## config.mk

```make
export PLATFORM = sky130hd
export DESIGN_NAME = cplm_ctrl
export DESIGN_NICKNAME = d
export VERILOG_FILES = /design/src/rtl/core/cplm_pkg.sv /design/src/rtl/core/cplm_ctrl.sv
export SDC_FILE = /design/constraint.sdc
export NUM_CORES = 1
export LEC_CHECK = 0
export BUFFER_PORTS_ARGS = -buffer_cell sky130_fd_sc_hd__buf_2
export CORE_UTILIZATION = 39
export DETAILED_ROUTE_END_ITERATION = 12
export SYNTH_ARGS = -nofsm -noshare
export SYNTH_HDL_FRONTEND = slang
export SYNTH_SLANG_ARGS = --single-unit
```

## constraint.sdc

```tcl
create_clock -name clk -period 5.27 [get_ports clk]
set_clock_uncertainty 0.2 [all_clocks]
set_input_delay 0.527 -clock clk [delete_from_list [all_inputs] [get_ports clk]]
set_output_delay 0.527 -clock clk [all_outputs]
set_load 0.1 [all_outputs]
```

## src/rtl/core/cplm_pkg.sv

```systemverilog
// cplm_pkg: shared types and constants of the complex power level meter
// controller states, datapath operation codes, command/status/config structs
// no dependencies
package cplm_pkg;

	localparam int LEVEL_W    = 40;
	localparam int DB_W       = 17;
	localparam int OUT_DATA_W = 64;
	localparam int STEP_W     = 4;
	localparam int CFG_IDX_W  = 2;
	localparam int CFG_DATA_W = 16;

	localparam int DB_MAX = 25600;
	localparam int DB_MIN = -51200;
	// round(10*log10(2) * 2^24)
	localparam int DB_K   = 50504453;

	localparam logic [15:0] ALPHA_RESET = 16'd26214;

	localparam logic [STEP_W-1:0] EMA_LAST  = 4'd3;
	localparam logic [STEP_W-1:0] NORM_LAST = 4'd5;
	localparam logic [STEP_W-1:0] LOG_LAST  = 4'd15;

	localparam logic [CFG_IDX_W-1:0] CFG_USE_AVG       = 2'd0;
	localparam logic [CFG_IDX_W-1:0] CFG_ALPHA_Q16     = 2'd1;
	localparam logic [CFG_IDX_W-1:0] CFG_FULL_SCALE_DB = 2'd2;

	typedef enum logic [3:0] {
		S_IDLE,
		S_SQUARE,
		S_POWER,
		S_SEED,
		S_EMA,
		S_EMA_END,
		S_LEVEL,
		S_NORM_LOAD,
		S_NORM,
		S_MANT,
		S_LOG,
		S_SCALE,
		S_ROUND,
		S_CLAMP,
		S_FLOOR
	} cplm_state_t;

	typedef enum logic [4:0] {
		OP_IDLE,
		OP_LOAD,
		OP_READ,
		OP_SQUARE,
		OP_POWER,
		OP_SEED,
		OP_EMA,
		OP_EMA_END,
		OP_LEVEL,
		OP_NORM_LOAD,
		OP_NORM,
		OP_MANT,
		OP_LOG,
		OP_SCALE,
		OP_ROUND,
		OP_CLAMP,
		OP_FLOOR
	} cplm_op_t;

	typedef struct packed {
		cplm_op_t          op;
		logic [STEP_W-1:0] step;
	} cplm_cmd_t;

	typedef struct packed {
		logic level_zero;
	} cplm_stat_t;

	typedef struct packed {
		logic              use_avg;
		logic [15:0]       alpha_q16;
		logic signed [15:0] full_scale_db;
	} cplm_cfg_t;

endpackage

```

## src/rtl/core/cplm_ctrl.sv

```systemverilog
// cplm_ctrl: sequencer of the power level meter
// walks samples through square, power, seed/ema and, on a last sample, level and log/db steps
// depends on cplm_pkg
module cplm_ctrl (
	input  logic                   clk,
	input  logic                   arst_n,
	input  logic                   in_valid,
	input  logic                   in_read,
	input  logic                   in_last,
	input  logic                   out_free,
	input  cplm_pkg::cplm_stat_t   stat,
	output logic                   in_ready,
	output cplm_pkg::cplm_cmd_t    cmd
);

	cplm_pkg::cplm_state_t          state_q, state_d;
	logic [cplm_pkg::STEP_W-1:0]    cnt_q, cnt_d;
	logic                           in_block_q, in_block_d;
	logic                           last_q, last_d;

	always_ff @(posedge clk or negedge arst_n) begin
		if (!arst_n) begin
			state_q    <= cplm_pkg::S_IDLE;
			cnt_q      <= '0;
			in_block_q <= 1'b0;
			last_q     <= 1'b0;
		end else begin
			state_q    <= state_d;
			cnt_q      <= cnt_d;
			in_block_q <= in_block_d;
			last_q     <= last_d;
		end
	end

	always_comb begin
		state_d    = state_q;
		cnt_d      = cnt_q;
		in_block_d = in_block_q;
		last_d     = last_q;
		in_ready   = 1'b0;
		cmd.op     = cplm_pkg::OP_IDLE;
		cmd.step   = cnt_q;
		case (state_q)
			cplm_pkg::S_IDLE: begin
				in_ready = out_free;
				if (in_valid && out_free) begin
					if (in_read) begin
						cmd.op = cplm_pkg::OP_READ;
					end else begin
						cmd.op  = cplm_pkg::OP_LOAD;
						last_d  = in_last;
						state_d = cplm_pkg::S_SQUARE;
					end
				end
			end
			cplm_pkg::S_SQUARE: begin
				cmd.op  = cplm_pkg::OP_SQUARE;
				state_d = cplm_pkg::S_POWER;
			end
			cplm_pkg::S_POWER: begin
				cmd.op  = cplm_pkg::OP_POWER;
				cnt_d   = '0;
				state_d = in_block_q ? cplm_pkg::S_EMA : cplm_pkg::S_SEED;
			end
			cplm_pkg::S_SEED, cplm_pkg::S_EMA_END: begin
				cmd.op = (state_q == cplm_pkg::S_SEED) ? cplm_pkg::OP_SEED
					: cplm_pkg::OP_EMA_END;
				// end of block goes on to the level and db update
				if (last_q) begin
					in_block_d = 1'b0;
					state_d    = cplm_pkg::S_LEVEL;
				end else begin
					in_block_d = 1'b1;
					state_d    = cplm_pkg::S_IDLE;
				end
			end
			cplm_pkg::S_EMA: begin
				cmd.op = cplm_pkg::OP_EMA;
				if (cnt_q == cplm_pkg::EMA_LAST) begin
					state_d = cplm_pkg::S_EMA_END;
				end else begin
					cnt_d = cnt_q + 1'b1;
				end
			end
			cplm_pkg::S_LEVEL: begin
				cmd.op  = cplm_pkg::OP_LEVEL;
				state_d = cplm_pkg::S_NORM_LOAD;
			end
			cplm_pkg::S_NORM_LOAD: begin
				cmd.op  = cplm_pkg::OP_NORM_LOAD;
				cnt_d   = '0;
				state_d = stat.level_zero ? cplm_pkg::S_FLOOR : cplm_pkg::S_NORM;
			end
			cplm_pkg::S_NORM: begin
				cmd.op = cplm_pkg::OP_NORM;
				if (cnt_q == cplm_pkg::NORM_LAST) begin
					state_d = cplm_pkg::S_MANT;
				end else begin
					cnt_d = cnt_q + 1'b1;
				end
			end
			cplm_pkg::S_MANT: begin
				cmd.op  = cplm_pkg::OP_MANT;
				cnt_d   = '0;
				state_d = cplm_pkg::S_LOG;
			end
			cplm_pkg::S_LOG: begin
				cmd.op = cplm_pkg::OP_LOG;
				if (cnt_q == cplm_pkg::LOG_LAST) begin
					state_d = cplm_pkg::S_SCALE;
				end else begin
					cnt_d = cnt_q + 1'b1;
				end
			end
			cplm_pkg::S_SCALE: begin
				cmd.op  = cplm_pkg::OP_SCALE;
				state_d = cplm_pkg::S_ROUND;
			end
			cplm_pkg::S_ROUND: begin
				cmd.op  = cplm_pkg::OP_ROUND;
				state_d = cplm_pkg::S_CLAMP;
			end
			cplm_pkg::S_CLAMP: begin
				cmd.op  = cplm_pkg::OP_CLAMP;
				state_d = cplm_pkg::S_IDLE;
			end
			cplm_pkg::S_FLOOR: begin
				cmd.op  = cplm_pkg::OP_FLOOR;
				state_d = cplm_pkg::S_IDLE;
			end
			default: begin
				state_d = cplm_pkg::S_IDLE;
			end
		endcase
	end

	a_ema_steps: assert property (@(posedge clk) disable iff (!arst_n)
		(state_q == cplm_pkg::S_EMA) |-> (cnt_q <= cplm_pkg::EMA_LAST))
		else $error("ema step counter out of range");

	a_block_closed: assert property (@(posedge clk) disable iff (!arst_n)
		(state_q == cplm_pkg::S_LEVEL) |-> !in_block_q)
		else $error("level update while block still open");

	a_square_from_idle: assert property (@(posedge clk) disable iff (!arst_n)
		(state_q == cplm_pkg::S_SQUARE) |-> ($past(state_q) == cplm_pkg::S_IDLE))
		else $error("square step not preceded by an accepted item");

	a_norm_to_mant: assert property (@(posedge clk) disable iff (!arst_n)
		(state_q == cplm_pkg::S_NORM && cnt_q == cplm_pkg::NORM_LAST)
		|=> (state_q == cplm_pkg::S_MANT))
		else $error("normalize pass did not end after its last step");

endmodule

```

==> impl_metrics.env <==
export IMPL_fin_area_sq_um=922
export IMPL_drv_slew=0
export IMPL_fmax_ghz=0.382
export IMPL_wire_per_inst_um=12.9
export IMPL_reg2reg_depth=5
export IMPL_hpwl_mm=1.25
export IMPL_synth_ff_type="dfrtp_1"
export IMPL_rows=15
export IMPL_worstMarginPinSlew_ps=536
export IMPL_start_util_pct=43.5
export IMPL_cts_htree_levels=1
export IMPL_ios=17
export IMPL_antenna_left=0
export IMPL_crit_path_start_kind="flip-flop"
export IMPL_vias=722
export IMPL_worstSetupStartpoint="state_q[2]$_DFFE_PN0P_"
export IMPL_syn_inst=91
export IMPL_clock_path_buffers=2
export IMPL_path_class="reg -> out"
export IMPL_cap_violations=0
export IMPL_insertion_delay_ps=280
export IMPL_cts_root_buf="clkbuf_4"
export IMPL_synth_nets=100
export IMPL_gr_usage_all_layers_pct=17.9
export IMPL_fin_util_pct=50.7
export IMPL_period_share_pct=49.7
export IMPL_grt_first_pass_wirelength_mm=2.64
export IMPL_drcViolationCount=0
export IMPL_place_congestion=0.800
export IMPL_post_cts_buffers=0
export IMPL_dieArea_sq_um=2220
export IMPL_ys_seq_area_share_pct=31.6
export IMPL_routed_wl_mm=1.70
export IMPL_drive_gt1_share_pct=25.2
export IMPL_worstPathArrival_ps=1890
export IMPL_worstHoldStart="in_last"
export IMPL_antennaDiodeCount=0
export IMPL_hold_buffers=1
export IMPL_coreArea_sq_um=1820
export IMPL_numCtsBuffers=3
export IMPL_yosys_area_top_type="dfrtp_1"
export IMPL_hp_class="in -> reg"
export IMPL_period_needed_ps=2620
export IMPL_finalSetupTns_ps=0
export IMPL_n_fill_cell=189
export IMPL_final_instance_count_excl_fill=132
export IMPL_ys_warn_count=0
export IMPL_place_inst=127
export IMPL_nets=117
export IMPL_area_growth_pct=16.4
export IMPL_grt_max_degree=20
export IMPL_vias_per_cell=5.47
export IMPL_relSlewSlack_pct=64.2
export IMPL_synth_top_cell_area_share_pct=31.6
export IMPL_synth_area_top_cells="dfrtp_1 32%, nand2_1 5.7%, nand2b_1 3.9%, nor2_1 3.8%, o2111ai_2 3.8%"
export IMPL_setup_viol=0
export IMPL_hold_violations=0
export IMPL_io_buffers=16
export IMPL_avgSynthCellArea_sq_um=8.70
export IMPL_cp_required_ps=4540
export IMPL_synth_distinct_cells=38
export IMPL_dr_pass1_iters=4
export IMPL_rsz0062_at_grt="no"
export IMPL_worstSetupEndpointType="output pin"
export IMPL_clkTransAtPathRegs_ps=80
export IMPL_final_cell_mix="16 x buf_2, 12 x nand2_1, 10 x dfrtp_1"
export IMPL_first_global_vias=562
export IMPL_cts_tree="yes"
export IMPL_drtIter0Drc=11
export IMPL_gr_total_overflow=0
export IMPL_fp_dieH_um=47.1
export IMPL_r2r_setup_slack_ps=3080
export IMPL_numClockSinks=10
export IMPL_dieWidth_um=47.1
export IMPL_place_area_sq_um=876
export IMPL_antenna_found_initial=0
export IMPL_synth_area_sq_um=792
export IMPL_synth_seq_cells=10
export IMPL_synth_edff_count=0
export IMPL_worstReg2RegEnd="cnt_q[2]$_DFFE_PN0P_"
export IMPL_status="completed"
export IMPL_endpoint="cmd[4]"
export IMPL_cts_resized=0
export IMPL_worstReg2RegStart="state_q[1]$_DFFE_PN0P_"
export IMPL_final_common_cell="buf_2"
export IMPL_cp_max_fo=16
export IMPL_async_flop_share_pct=100
cell type report:
class / instances / area, sq um / share of cell area (%)
Clock buffer: 4 / 36.3 / 3.93
Inverter: 2 / 7.51 / 0.814
Multi-Input combinational cell: 74 / 507 / 55.0
Sequential cell: 10 / 250 / 27.1
Tap cell: 25 / 31.3 / 3.39
Timing Repair Buffer: 17 / 90.1 / 9.77
cell usage after synthesis, drive strengths merged, types with 2 or more instances:
library cell	count
nand2	12
dfrtp	10
nor2	8
o21ai	6
nand2b	5
mux2	4
nor2b	4
a21oi	3
and3	3
buf	3
nand3	3
a31oi	2
clkbuf	2
ha	2
inv	2
mux2i	2
nor3	2
o2111ai	2
o2bb2ai	2
stage by stage:
step	setup slack, ps	hold slack, ps
global route	2500	267
floorplan	2000	31.4
finish	2650	264
global placement	3010	212
CTS	2660	256
detailed placement	2980	211
registers in the layout, summed over array words and instances, names as in the netlist:
| register | count |
|---|---|
| last_q | 1 |
| cnt_q | 4 |
| state_q | 4 |
| in_block_q | 1 |
metal layers:
metal  vias to the layer above  track usage [%]  routed length (um)
li1                        365                -                   -
met1                       340             25.1                 860
met2                        15             25.6                 773
met3                         2             6.92                  58
met4                         0             5.14                  12
met5                         -                0                   0
worst min-delay path by stage:
stage	slack (ps)	cells past startpoint	endpoint
4_1_cts	260	2	last_q$_DFFE_PN0P_
3_3_place_gp	210	1	state_q[0]$_DFFE_PN0P_
2_1_floorplan	30	0	cnt_q[0]$_DFFE_PN0P_
6_report	260	2	last_q$_DFFE_PN0P_
5_1_grt	270	2	last_q$_DFFE_PN0P_
3_5_place_dp	210	1	state_q[0]$_DFFE_PN0P_
critical path, stage by stage (launching register included):
cell	delay, ps
dfrtp_1	550
nor2_1	380
a21oi_1	120
o21ai_1	130
buf_2	440
logic make-up (layout without fill, tap and decap cells):
group	count (synthesis)	after routing	synth area share (%)
buf+inv	7	23	4.42
fa+ha+maj	2	2	3.16
compound gates	21	21	21.0
flops	10	10	31.6
xor+xnor	2	2	2.21
simple gates	43	43	28.9
mux	6	6	8.69
Power is left out: the tool's default activity adds up to more than one toggle a clock period on the data nets, which glitch-free logic cannot reach.
